--- src/rtl/sbh_pkg.sv ---
`timescale 1ns / 1ps
// ----------------------------------------------------------------------------
// sbh_pkg
// Types, constants and round functions shared by the SHA-256 byte hasher.
// ----------------------------------------------------------------------------
package sbh_pkg;

	localparam logic [7:0] PAD_MARK_BYTE   = 8'h80;
	localparam logic [5:0] LEN_POS         = 6'd56;
	localparam logic [5:0] LAST_POS        = 6'h3f;
	localparam logic [5:0] LAST_ROUND      = 6'd63;
	localparam logic [2:0] LAST_WORD_INDEX = 3'd7;

	localparam logic [31:0] HASH_IV [8] = '{
		32'h6a09e667, 32'hbb67ae85, 32'h3c6ef372, 32'ha54ff53a,
		32'h510e527f, 32'h9b05688c, 32'h1f83d9ab, 32'h5be0cd19
	};

	localparam logic [31:0] ROUND_K [64] = '{
		32'h428a2f98, 32'h71374491, 32'hb5c0fbcf, 32'he9b5dba5,
		32'h3956c25b, 32'h59f111f1, 32'h923f82a4, 32'hab1c5ed5,
		32'hd807aa98, 32'h12835b01, 32'h243185be, 32'h550c7dc3,
		32'h72be5d74, 32'h80deb1fe, 32'h9bdc06a7, 32'hc19bf174,
		32'he49b69c1, 32'hefbe4786, 32'h0fc19dc6, 32'h240ca1cc,
		32'h2de92c6f, 32'h4a7484aa, 32'h5cb0a9dc, 32'h76f988da,
		32'h983e5152, 32'ha831c66d, 32'hb00327c8, 32'hbf597fc7,
		32'hc6e00bf3, 32'hd5a79147, 32'h06ca6351, 32'h14292967,
		32'h27b70a85, 32'h2e1b2138, 32'h4d2c6dfc, 32'h53380d13,
		32'h650a7354, 32'h766a0abb, 32'h81c2c92e, 32'h92722c85,
		32'ha2bfe8a1, 32'ha81a664b, 32'hc24b8b70, 32'hc76c51a3,
		32'hd192e819, 32'hd6990624, 32'hf40e3585, 32'h106aa070,
		32'h19a4c116, 32'h1e376c08, 32'h2748774c, 32'h34b0bcb5,
		32'h391c0cb3, 32'h4ed8aa4a, 32'h5b9cca4f, 32'h682e6ff3,
		32'h748f82ee, 32'h78a5636f, 32'h84c87814, 32'h8cc70208,
		32'h90befffa, 32'ha4506ceb, 32'hbef9a3f7, 32'hc67178f2
	};

	typedef enum logic [2:0] {
		ST_IDLE,
		ST_PAD_MARK,
		ST_PAD_ZERO,
		ST_PAD_LEN,
		ST_COMPRESS,
		ST_FINISH,
		ST_OUTPUT
	} sbh_state_t;

	typedef enum logic [1:0] {
		BSEL_DATA,
		BSEL_MARK,
		BSEL_ZERO,
		BSEL_LEN
	} byte_sel_t;

	typedef struct packed {
		logic       shift_byte;
		byte_sel_t  byte_sel;
		logic       count_byte;
		logic       load_vars;
		logic       round_en;
		logic [5:0] round;
		logic       add_hash;
		logic       restart;
		logic [2:0] word_index;
	} sbh_cmd_t;

	typedef struct packed {
		logic [5:0] pos;
	} sbh_sts_t;

	function automatic logic [31:0] rotr(input logic [31:0] x, input int unsigned n);
		return (x >> n) | (x << (32 - n));
	endfunction

	function automatic logic [31:0] big_sigma0(input logic [31:0] x);
		return rotr(x, 2) ^ rotr(x, 13) ^ rotr(x, 22);
	endfunction

	function automatic logic [31:0] big_sigma1(input logic [31:0] x);
		return rotr(x, 6) ^ rotr(x, 11) ^ rotr(x, 25);
	endfunction

	function automatic logic [31:0] small_sigma0(input logic [31:0] x);
		return rotr(x, 7) ^ rotr(x, 18) ^ (x >> 3);
	endfunction

	function automatic logic [31:0] small_sigma1(input logic [31:0] x);
		return rotr(x, 17) ^ rotr(x, 19) ^ (x >> 10);
	endfunction

endpackage

--- src/rtl/sbh_in_if.sv ---
`timescale 1ns / 1ps
// ----------------------------------------------------------------------------
// sbh_in_if
// Message byte channel: one optional byte and an end-of-message flag.
// ----------------------------------------------------------------------------
interface sbh_in_if;
	logic       valid;
	logic       ready;
	logic [7:0] data_byte;
	logic       byte_present;
	logic       message_end;

	modport source(output valid, data_byte, byte_present, message_end, input ready);
	modport sink(input valid, data_byte, byte_present, message_end, output ready);
endinterface

--- src/rtl/sbh_out_if.sv ---
`timescale 1ns / 1ps
// ----------------------------------------------------------------------------
// sbh_out_if
// Digest channel: one 32-bit digest word per transaction.
// ----------------------------------------------------------------------------
interface sbh_out_if;
	logic        valid;
	logic        ready;
	logic [31:0] digest_word;
	logic [2:0]  word_index;
	logic        last_word;

	modport source(output valid, digest_word, word_index, last_word, input ready);
	modport sink(input valid, digest_word, word_index, last_word, output ready);
endinterface

--- src/rtl/sbh_controller.sv ---
`timescale 1ns / 1ps
// ----------------------------------------------------------------------------
// sbh_controller
// Sequencer: byte gathering, padding, round counting and digest readout.
// ----------------------------------------------------------------------------
module sbh_controller
	import sbh_pkg::*;
(
	input  logic     clk,
	input  logic     arst_n,
	input  logic     in_valid,
	input  logic     in_byte_present,
	input  logic     in_message_end,
	output logic     in_ready,
	output logic     out_valid,
	input  logic     out_ready,
	input  sbh_sts_t sts,
	output sbh_cmd_t cmd
);

	sbh_state_t state_q, state_d;
	sbh_state_t ret_q, ret_d;
	logic [5:0] round_q;
	logic [2:0] widx_q;

	always_ff @(posedge clk or negedge arst_n) begin
		if (!arst_n) begin
			state_q <= ST_IDLE;
			ret_q   <= ST_IDLE;
			round_q <= '0;
			widx_q  <= '0;
		end else begin
			state_q <= state_d;
			ret_q   <= ret_d;
			if (state_q == ST_COMPRESS) begin
				round_q <= round_q + 6'd1;
			end else begin
				round_q <= '0;
			end
			if (state_q == ST_OUTPUT && out_ready) begin
				widx_q <= widx_q + 3'd1;
			end
		end
	end

	always_comb begin
		state_d        = state_q;
		ret_d          = ret_q;
		in_ready       = 1'b0;
		out_valid      = 1'b0;
		cmd            = '0;
		cmd.byte_sel   = BSEL_DATA;
		cmd.round      = round_q;
		cmd.word_index = widx_q;
		case (state_q)
			ST_IDLE: begin
				in_ready = 1'b1;
				if (in_valid) begin
					if (in_byte_present) begin
						cmd.shift_byte = 1'b1;
						cmd.count_byte = 1'b1;
					end
					if (in_byte_present && sts.pos == LAST_POS) begin
						cmd.load_vars = 1'b1;
						state_d       = ST_COMPRESS;
						ret_d         = in_message_end ? ST_PAD_MARK : ST_IDLE;
					end else if (in_message_end) begin
						state_d = ST_PAD_MARK;
					end
				end
			end
			ST_PAD_MARK: begin
				cmd.shift_byte = 1'b1;
				cmd.byte_sel   = BSEL_MARK;
				if (sts.pos == LAST_POS) begin
					cmd.load_vars = 1'b1;
					state_d       = ST_COMPRESS;
					ret_d         = ST_PAD_ZERO;
				end else begin
					state_d = ST_PAD_ZERO;
				end
			end
			ST_PAD_ZERO: begin
				// a block that cannot hold the length fills to its end first
				if (sts.pos == LEN_POS) begin
					state_d = ST_PAD_LEN;
				end else begin
					cmd.shift_byte = 1'b1;
					cmd.byte_sel   = BSEL_ZERO;
					if (sts.pos == LAST_POS) begin
						cmd.load_vars = 1'b1;
						state_d       = ST_COMPRESS;
						ret_d         = ST_PAD_ZERO;
					end
				end
			end
			ST_PAD_LEN: begin
				cmd.shift_byte = 1'b1;
				cmd.byte_sel   = BSEL_LEN;
				if (sts.pos == LAST_POS) begin
					cmd.load_vars = 1'b1;
					state_d       = ST_COMPRESS;
					ret_d         = ST_OUTPUT;
				end
			end
			ST_COMPRESS: begin
				cmd.round_en = 1'b1;
				if (round_q == LAST_ROUND) begin
					state_d = ST_FINISH;
				end
			end
			ST_FINISH: begin
				cmd.add_hash = 1'b1;
				state_d      = ret_q;
			end
			ST_OUTPUT: begin
				out_valid = 1'b1;
				if (out_ready && widx_q == LAST_WORD_INDEX) begin
					cmd.restart = 1'b1;
					state_d     = ST_IDLE;
				end
			end
			default: begin
				state_d = ST_IDLE;
			end
		endcase
	end

endmodule

--- src/rtl/sbh_datapath.sv ---
`timescale 1ns / 1ps
// ----------------------------------------------------------------------------
// sbh_datapath
// Block window, length counter, working variables, round logic and hash.
// ----------------------------------------------------------------------------
module sbh_datapath
	import sbh_pkg::*;
(
	input  logic        clk,
	input  logic        arst_n,
	input  sbh_cmd_t    cmd,
	input  logic [7:0]  data_byte,
	output sbh_sts_t    sts,
	output logic [31:0] digest_word,
	output logic [2:0]  word_index,
	output logic        last_word
);

	// block window: the oldest word sits in the top 32 bits
	logic [511:0]      win_q;
	logic [5:0]        pos_q;
	logic [60:0]       count_q;
	logic [31:0]       hash_q [8];
	logic [31:0]       var_q [8];

	logic [7:0][7:0]   len_bytes;
	logic [7:0]        byte_mux;
	logic [31:0]       w0, w1, w9, w14, w_new;
	logic [31:0]       t1, t2;
	logic [31:0]       ch, maj;

	assign len_bytes = {count_q, 3'b000};

	always_comb begin
		case (cmd.byte_sel)
			BSEL_DATA: byte_mux = data_byte;
			BSEL_MARK: byte_mux = PAD_MARK_BYTE;
			BSEL_ZERO: byte_mux = 8'h00;
			BSEL_LEN:  byte_mux = len_bytes[3'd7 - pos_q[2:0]];
			default:   byte_mux = 8'h00;
		endcase
	end

	assign w0    = win_q[511:480];
	assign w1    = win_q[479:448];
	assign w9    = win_q[223:192];
	assign w14   = win_q[63:32];
	assign w_new = w0 + small_sigma0(w1) + w9 + small_sigma1(w14);

	assign ch  = (var_q[4] & var_q[5]) ^ (~var_q[4] & var_q[6]);
	assign maj = (var_q[0] & var_q[1]) ^ (var_q[0] & var_q[2]) ^ (var_q[1] & var_q[2]);
	assign t1  = var_q[7] + big_sigma1(var_q[4]) + ch + ROUND_K[cmd.round] + w0;
	assign t2  = big_sigma0(var_q[0]) + maj;

	always_ff @(posedge clk) begin
		if (cmd.shift_byte) begin
			win_q <= {win_q[503:0], byte_mux};
		end else if (cmd.round_en) begin
			win_q <= {win_q[479:0], w_new};
		end
		if (cmd.load_vars) begin
			var_q <= hash_q;
		end else if (cmd.round_en) begin
			var_q[7] <= var_q[6];
			var_q[6] <= var_q[5];
			var_q[5] <= var_q[4];
			var_q[4] <= var_q[3] + t1;
			var_q[3] <= var_q[2];
			var_q[2] <= var_q[1];
			var_q[1] <= var_q[0];
			var_q[0] <= t1 + t2;
		end
	end

	always_ff @(posedge clk or negedge arst_n) begin
		if (!arst_n) begin
			pos_q   <= '0;
			count_q <= '0;
			hash_q  <= HASH_IV;
		end else begin
			if (cmd.shift_byte) begin
				pos_q <= pos_q + 6'd1;
			end
			if (cmd.restart) begin
				count_q <= '0;
				hash_q  <= HASH_IV;
			end else begin
				if (cmd.count_byte) begin
					count_q <= count_q + 61'd1;
				end
				if (cmd.add_hash) begin
					for (int i = 0; i < 8; i++) begin
						hash_q[i] <= hash_q[i] + var_q[i];
					end
				end
			end
		end
	end

	assign sts.pos     = pos_q;
	assign digest_word = hash_q[cmd.word_index];
	assign word_index  = cmd.word_index;
	assign last_word   = (cmd.word_index == LAST_WORD_INDEX);

endmodule

--- src/rtl/sha256_byte_stream_hasher_unit.sv ---
`timescale 1ns / 1ps
// ----------------------------------------------------------------------------
// sha256_byte_stream_hasher_unit
// SHA-256 over a byte stream, one byte per transaction, digest as 8 words.
// ----------------------------------------------------------------------------
// Message bytes are taken one per cycle, while the input is not stalled, into
// a 64-byte block window. The transaction that fills a block stalls the input
// while the single round unit runs the 64 rounds, one per cycle, and then
// folds the working variables into the hash. A transaction with message_end
// set starts padding, which shifts the pad and length bytes through the same
// window, with one or two compressions along the way; the input stays stalled
// until the eight digest words, word 0 first, have been taken on the output.
// Hash state and length then return to their initial values and the next
// byte begins a new message.
module sha256_byte_stream_hasher_unit
	import sbh_pkg::*;
(
	input  logic     clk,
	input  logic     arst_n,
	sbh_in_if.sink   byte_in,
	sbh_out_if.source digest_out
);

	sbh_cmd_t cmd;
	sbh_sts_t sts;

	sbh_controller u_ctrl (
		.clk             (clk),
		.arst_n          (arst_n),
		.in_valid        (byte_in.valid),
		.in_byte_present (byte_in.byte_present),
		.in_message_end  (byte_in.message_end),
		.in_ready        (byte_in.ready),
		.out_valid       (digest_out.valid),
		.out_ready       (digest_out.ready),
		.sts             (sts),
		.cmd             (cmd)
	);

	sbh_datapath u_dp (
		.clk         (clk),
		.arst_n      (arst_n),
		.cmd         (cmd),
		.data_byte   (byte_in.data_byte),
		.sts         (sts),
		.digest_word (digest_out.digest_word),
		.word_index  (digest_out.word_index),
		.last_word   (digest_out.last_word)
	);

	a_no_overlap: assert property (@(posedge clk) disable iff (!arst_n)
		byte_in.ready |-> !digest_out.valid)
		else $error("input taken while digest pending");

	a_restart_after_digest: assert property (@(posedge clk) disable iff (!arst_n)
		digest_out.valid && digest_out.ready && digest_out.last_word |=> byte_in.ready)
		else $error("no restart after final digest word");

	a_full_block_stalls: assert property (@(posedge clk) disable iff (!arst_n)
		byte_in.valid && byte_in.ready && byte_in.byte_present && sts.pos == LAST_POS
		|=> !byte_in.ready)
		else $error("input not stalled for compression");

endmodule
--- src/flat_wrapper.sv ---
// flat-port wrapper written by rule: the top's interface ports become plain ports
module sha256_byte_stream_hasher_unit_flat import sbh_pkg::*;
  (clk, arst_n, byte_in_valid, byte_in_data_byte, byte_in_byte_present, byte_in_message_end, byte_in_ready, digest_out_valid, digest_out_digest_word, digest_out_word_index, digest_out_last_word, digest_out_ready);
  sbh_in_if byte_in_i ();
  sbh_out_if digest_out_i ();
  input  logic clk;
  input  logic arst_n;
  input wire logic [$bits(byte_in_i.valid)-1:0] byte_in_valid;
  input wire logic [$bits(byte_in_i.data_byte)-1:0] byte_in_data_byte;
  input wire logic [$bits(byte_in_i.byte_present)-1:0] byte_in_byte_present;
  input wire logic [$bits(byte_in_i.message_end)-1:0] byte_in_message_end;
  output wire logic [$bits(byte_in_i.ready)-1:0] byte_in_ready;
  output wire logic [$bits(digest_out_i.valid)-1:0] digest_out_valid;
  output wire logic [$bits(digest_out_i.digest_word)-1:0] digest_out_digest_word;
  output wire logic [$bits(digest_out_i.word_index)-1:0] digest_out_word_index;
  output wire logic [$bits(digest_out_i.last_word)-1:0] digest_out_last_word;
  input wire logic [$bits(digest_out_i.ready)-1:0] digest_out_ready;
  assign byte_in_i.valid = byte_in_valid;
  assign byte_in_i.data_byte = byte_in_data_byte;
  assign byte_in_i.byte_present = byte_in_byte_present;
  assign byte_in_i.message_end = byte_in_message_end;
  assign byte_in_ready = byte_in_i.ready;
  assign digest_out_valid = digest_out_i.valid;
  assign digest_out_digest_word = digest_out_i.digest_word;
  assign digest_out_word_index = digest_out_i.word_index;
  assign digest_out_last_word = digest_out_i.last_word;
  assign digest_out_i.ready = digest_out_ready;
  sha256_byte_stream_hasher_unit u_core (.clk(clk), .arst_n(arst_n), .byte_in(byte_in_i), .digest_out(digest_out_i));
endmodule
--- config.mk ---
export PLATFORM = sky130hd
export DESIGN_NAME = sha256_byte_stream_hasher_unit_flat
export DESIGN_NICKNAME = d
export VERILOG_FILES = /design/src/rtl/sbh_pkg.sv /design/src/rtl/sbh_in_if.sv /design/src/rtl/sbh_out_if.sv /design/src/rtl/sbh_controller.sv /design/src/rtl/sbh_datapath.sv /design/src/rtl/sha256_byte_stream_hasher_unit.sv /design/src/flat_wrapper.sv
export SDC_FILE = /design/constraint.sdc
export NUM_CORES = 2
export LEC_CHECK = 0
export ABC_CLOCK_PERIOD_IN_PS = 16800
export BUFFER_PORTS_ARGS = -buffer_cell sky130_fd_sc_hd__buf_2
export CAP_MARGIN = 40
export CORE_MARGIN = 1.5
export CORE_UTILIZATION = 25
export DETAILED_ROUTE_END_ITERATION = 16
export GPL_TIMING_DRIVEN = 0
export PLACE_DENSITY_LB_ADDON = 0.08
export SLEW_MARGIN = 0
export SYNTH_ARGS = -nofsm -noshare
export SYNTH_HDL_FRONTEND = slang
export SYNTH_SLANG_ARGS = --single-unit
--- constraint.sdc ---
create_clock -name clk -period 16.8 [get_ports clk]
set_clock_uncertainty 0.1 [all_clocks]
set_input_delay 0.84 -clock clk [delete_from_list [all_inputs] [get_ports clk]]
set_output_delay 0.84 -clock clk [all_outputs]
set_load 0.02 [all_outputs]
==> metrics.md <==
| Metric | Value |
|---|---|
| Seq/Total Area, Yosys | `0.419` |
| Row count | `approximately 200` |
| EDFF count, synth | `768` |
| Slew headroom | `0.233` |
| CTS clock-pin slew for the worst setup and hold paths | `roughly 0.06 ns` |
| Initial core utilization | `0.252` |
| Max Cap Viol | `0` |
| Slew Viols, Final | `0` |
| I/O pin count | `52` |
| Most frequent cell after synthesis | `nand2_1` |
| Total power | `6.12 mW` |
| Synth top area cells | `edfxtp_1 (31%), nand2_1 (12%), dfrtp_1 (6.7%)` |
| Layout area overhead | `16.2%` |
| R2R Setup Slk | `5.16 ns` |
| Post-synthesis cell type count | `between 90 and 100` |
| Worst skew pair latency | `about 0.84 ns` |
| Worst stage delay on the critical path | `around 0.84 ns` |
| Via count | `between 60000 and 70000` |
| Number of H-tree levels | `4` |
| Hold/Removal Path Class | `input port to register` |
| Final period util | `0.693` |
| Vias in the first global route | `62000` |
| Most used DFF post-synth | `edfxtp_1` |
| Leakage power | `approximately 37 nW` |
| Share of layout cells above drive strength 1 | `0.0849` |
| R2R cell count | `39` |
| Ys async rst share | `0.306` |
| Critical Path Slowest Stage Cell | `a211oi_1` |
| CTS Buf Count | `150` |
| VDD IR-drop max | `63.8 µV` |
| Launch point of the worst path | `u_core.u_ctrl.round_q[2]` |
| Syn. warnings | `0` |
| Post-CTS Resized | `0` |
| Data required, critical path | `17.28 ns` |
| Routed wire length | `between 300 and 400 mm` |
| Root Driver | `clkbuf_16` |
| Syn nets | `a little under 9000` |
| Die area | `0.306 mm²` |
| Dpl ws | `about 5.4 ns` |
| Synth area leader | `edfxtp_1` |
| First-pass GRT wire length | `495 mm` |
| Status | `finished clean` |
| GPL Wtd Cong | `0.919` |
| Yosys reg bits | `roughly 1100` |
| Least-Margin Pin Slew | `1.12 ns` |
| Total global-route track usage | `0.228` |
| Post-route worst setup slack | `between 5 and 6 ns` |
| Synthesized area per cell | `9.12 µm²` |
| Post-route DRC violation count | `0` |
| Syn Inst Count | `just over 8000` |
| CTS tree | `yes` |
| Cell Area, Synth | `0.0756 mm²` |
| CP dominant cell by count | `inv_1` |
| Sequential cell area | `around 0.032 mm²` |
| Largest net degree at the start of global routing | `84` |
| Setup Buffers After CTS | `0` |
| CP Launch Type | `register` |
| Dpl hpwl | `286 mm` |
| 1st-iter DRT viols | `between 6000 and 7000` |
| Placed cell areas | `about 0.083 mm²` |
| CTS sink count | `around 1100` |
| Layout Cells excl Fill | `roughly 13000` |
| Drt via density | `~5` |
| CP max FO | `13` |
| Overflow left after global routing | `0` |
| Core area | `about 0.30 mm²` |
| HP Start | `byte_in_message_end` |
| Reg2reg start | `u_core.u_ctrl.round_q[2]` |
| Total Nets Final | `around 9000` |
| Dpl cells | `between 10000 and 15000` |
| FILL cells | `32100` |
| Multi-input gate area | `roughly 0.04 mm²` |
| Chip width | `about 550 µm` |
| Initial antenna violation count | `28` |
| Worst Path Arrival | `12.12 ns` |
| Worst Setup Path Type | `register to register` |
| GRT met1 Usage | `0.350` |
| Critical Path Sink Type | `register` |
| Final-report setup violation count | `0` |
| Setup crit end | `u_core.u_dp.var_q[255]` |
| Busiest grt layer | `met1` |
| Met2 Use GR | `0.327` |
| RR Endpoint | `u_core.u_dp.var_q[255]` |
| Crit path time final | `about 12 ns` |
| PD cells | `around 70 mW/mm²` |
| Unrepaired setup endpoints after global routing | `false` |
| Antenna-violating nets left | `0` |
| Final hold vios | `0` |
| Synth top area share | `0.305` |
| Largest buffer count on any clock path | `4` |
| Max frequency | `85.9 MHz` |
| Routed length per instance | `~28 µm` |
| DRT Pass-1 Iters | `6` |
| IO Port Bufs | `just over 50` |
| Synth cell count leaders | `nand2_1 (2348), edfxtp_1 (768), a21oi_1 (543)` |
| Die Ht | `roughly 550 µm` |
| Min Hold Slack | `0.222 ns` |
| GR Util met3 | `0.0369` |
| Final instance area | `slightly below 0.09 mm²` |
timing repair:
item | CTS | global route
endpoints found under the setup margin | 0 | 0
hold buffers | 1 | 0
endpoints found under the hold margin | 51 | 0
worst max-delay path: cells and delay by family (launching register included):
kind                       cells  cell delay, ns
AOI/OAI and AO/OA             11            2.90
and+or+nand+nor               10            2.25
DFF                            1            0.59
buffers and inverters         10            2.73
adders and majority gates      6            2.05
xor gates and xnor gates       2            0.70
final cells by class:
class / count / area share
clock inverter: 56 / 0.00632
clock buffer: 214 / 0.0473
multi-input combinational: 6310 / 0.463
antenna: 12 / 0.000342
sequential: 1106 / 0.361
tap: 3958 / 0.0564
timing repair buffer: 211 / 0.0280
inverter: 403 / 0.0172
buffer: 468 / 0.0205
worst min path at each step:
stage                                        end  cells past startpoint
after floorplan               u_core.u_dp.sts[5]                      1
after global placement        u_core.u_dp.sts[5]                      1
after detailed placement      u_core.u_dp.sts[5]                      1
after CTS                 u_core.u_ctrl.ret_q[0]                      3
after global routing      u_core.u_ctrl.ret_q[0]                      3
final                     u_core.u_ctrl.ret_q[0]                      3
report_power, final:
| part | total, mW | internal [mW] | switching, mW |
|---|---|---|---|
| registers | 2.89 | 2.89 | 0 |
| clock network | 3.21 | 1.86 | 1.35 |
| logic | 0.0258 | 0.00425 | 0.0215 |
| total | 6.12 | 4.76 | 1.37 |
registers in the layout (all words and copies together), names as in the netlist:
signal,flops
u_core.u_ctrl.widx_q,3
u_core.u_dp.sts,6
u_core.u_ctrl.ret_q,3
u_core.u_dp.var_q,256
u_core.u_ctrl.state_q,3
u_core.u_dp.count_q,61
u_core.u_dp.hash_q,256
u_core.u_ctrl.round_q,6
u_core.u_dp.win_q,512
kinds of logic (layout without fill, tap and decap cells):
logic type / Yosys count / count (layout) / share of synthesized area
simple gates: 3312 / 3312 / 0.179
compound gates: 1583 / 1583 / 0.128
flops: 1106 / 1106 / 0.419
buf+inv: 871 / 1352 / 0.0434
xor+xnor: 651 / 651 / 0.0754
fa+ha+maj: 600 / 600 / 0.119
mux: 164 / 164 / 0.0365
other cells: 0 / 12 / 0
per-stage QoR:
stage               setup TNS [ns]   util
floorplan                        0      -
global placement          -3538.06  0.269
detailed placement               0  0.277
CTS                              0  0.292
global route                     0  0.292
finish                           0  0.293
routing by layer:
| layer | wire (µm) | share of wire |
|---|---|---|
| met1 | 179000 | 0.50 |
| met2 | 146000 | 0.41 |
| met3 | 23700 | 0.067 |
| met4 | 8580 | 0.024 |
| met5 | 10 | 0.000028 |
layout by cell type, fill, tap and decap left out, types with 45 or more instances in the layout:
master / count
nand2_1: 2346
edfxtp_1: 768
a21oi_1: 543
clkbuf_1: 455
o21ai_0: 412
inv_1: 403
ha_1: 402
xnor2_1: 398
nor2_1: 395
xor2_1: 249
dfrtp_1: 202
fa_1: 195
a21o_1: 169
nand3_1: 160
clkbuf_16: 150
dfstp_2: 136
nor3_1: 122
mux4_2: 85
buf_6: 68
nand2b_1: 66
buf_2: 56
o21bai_1: 54
nor2b_1: 53
buf_8: 47
o21a_1: 46
a31oi_1: 45
Power figures use the tool's default switching activity.
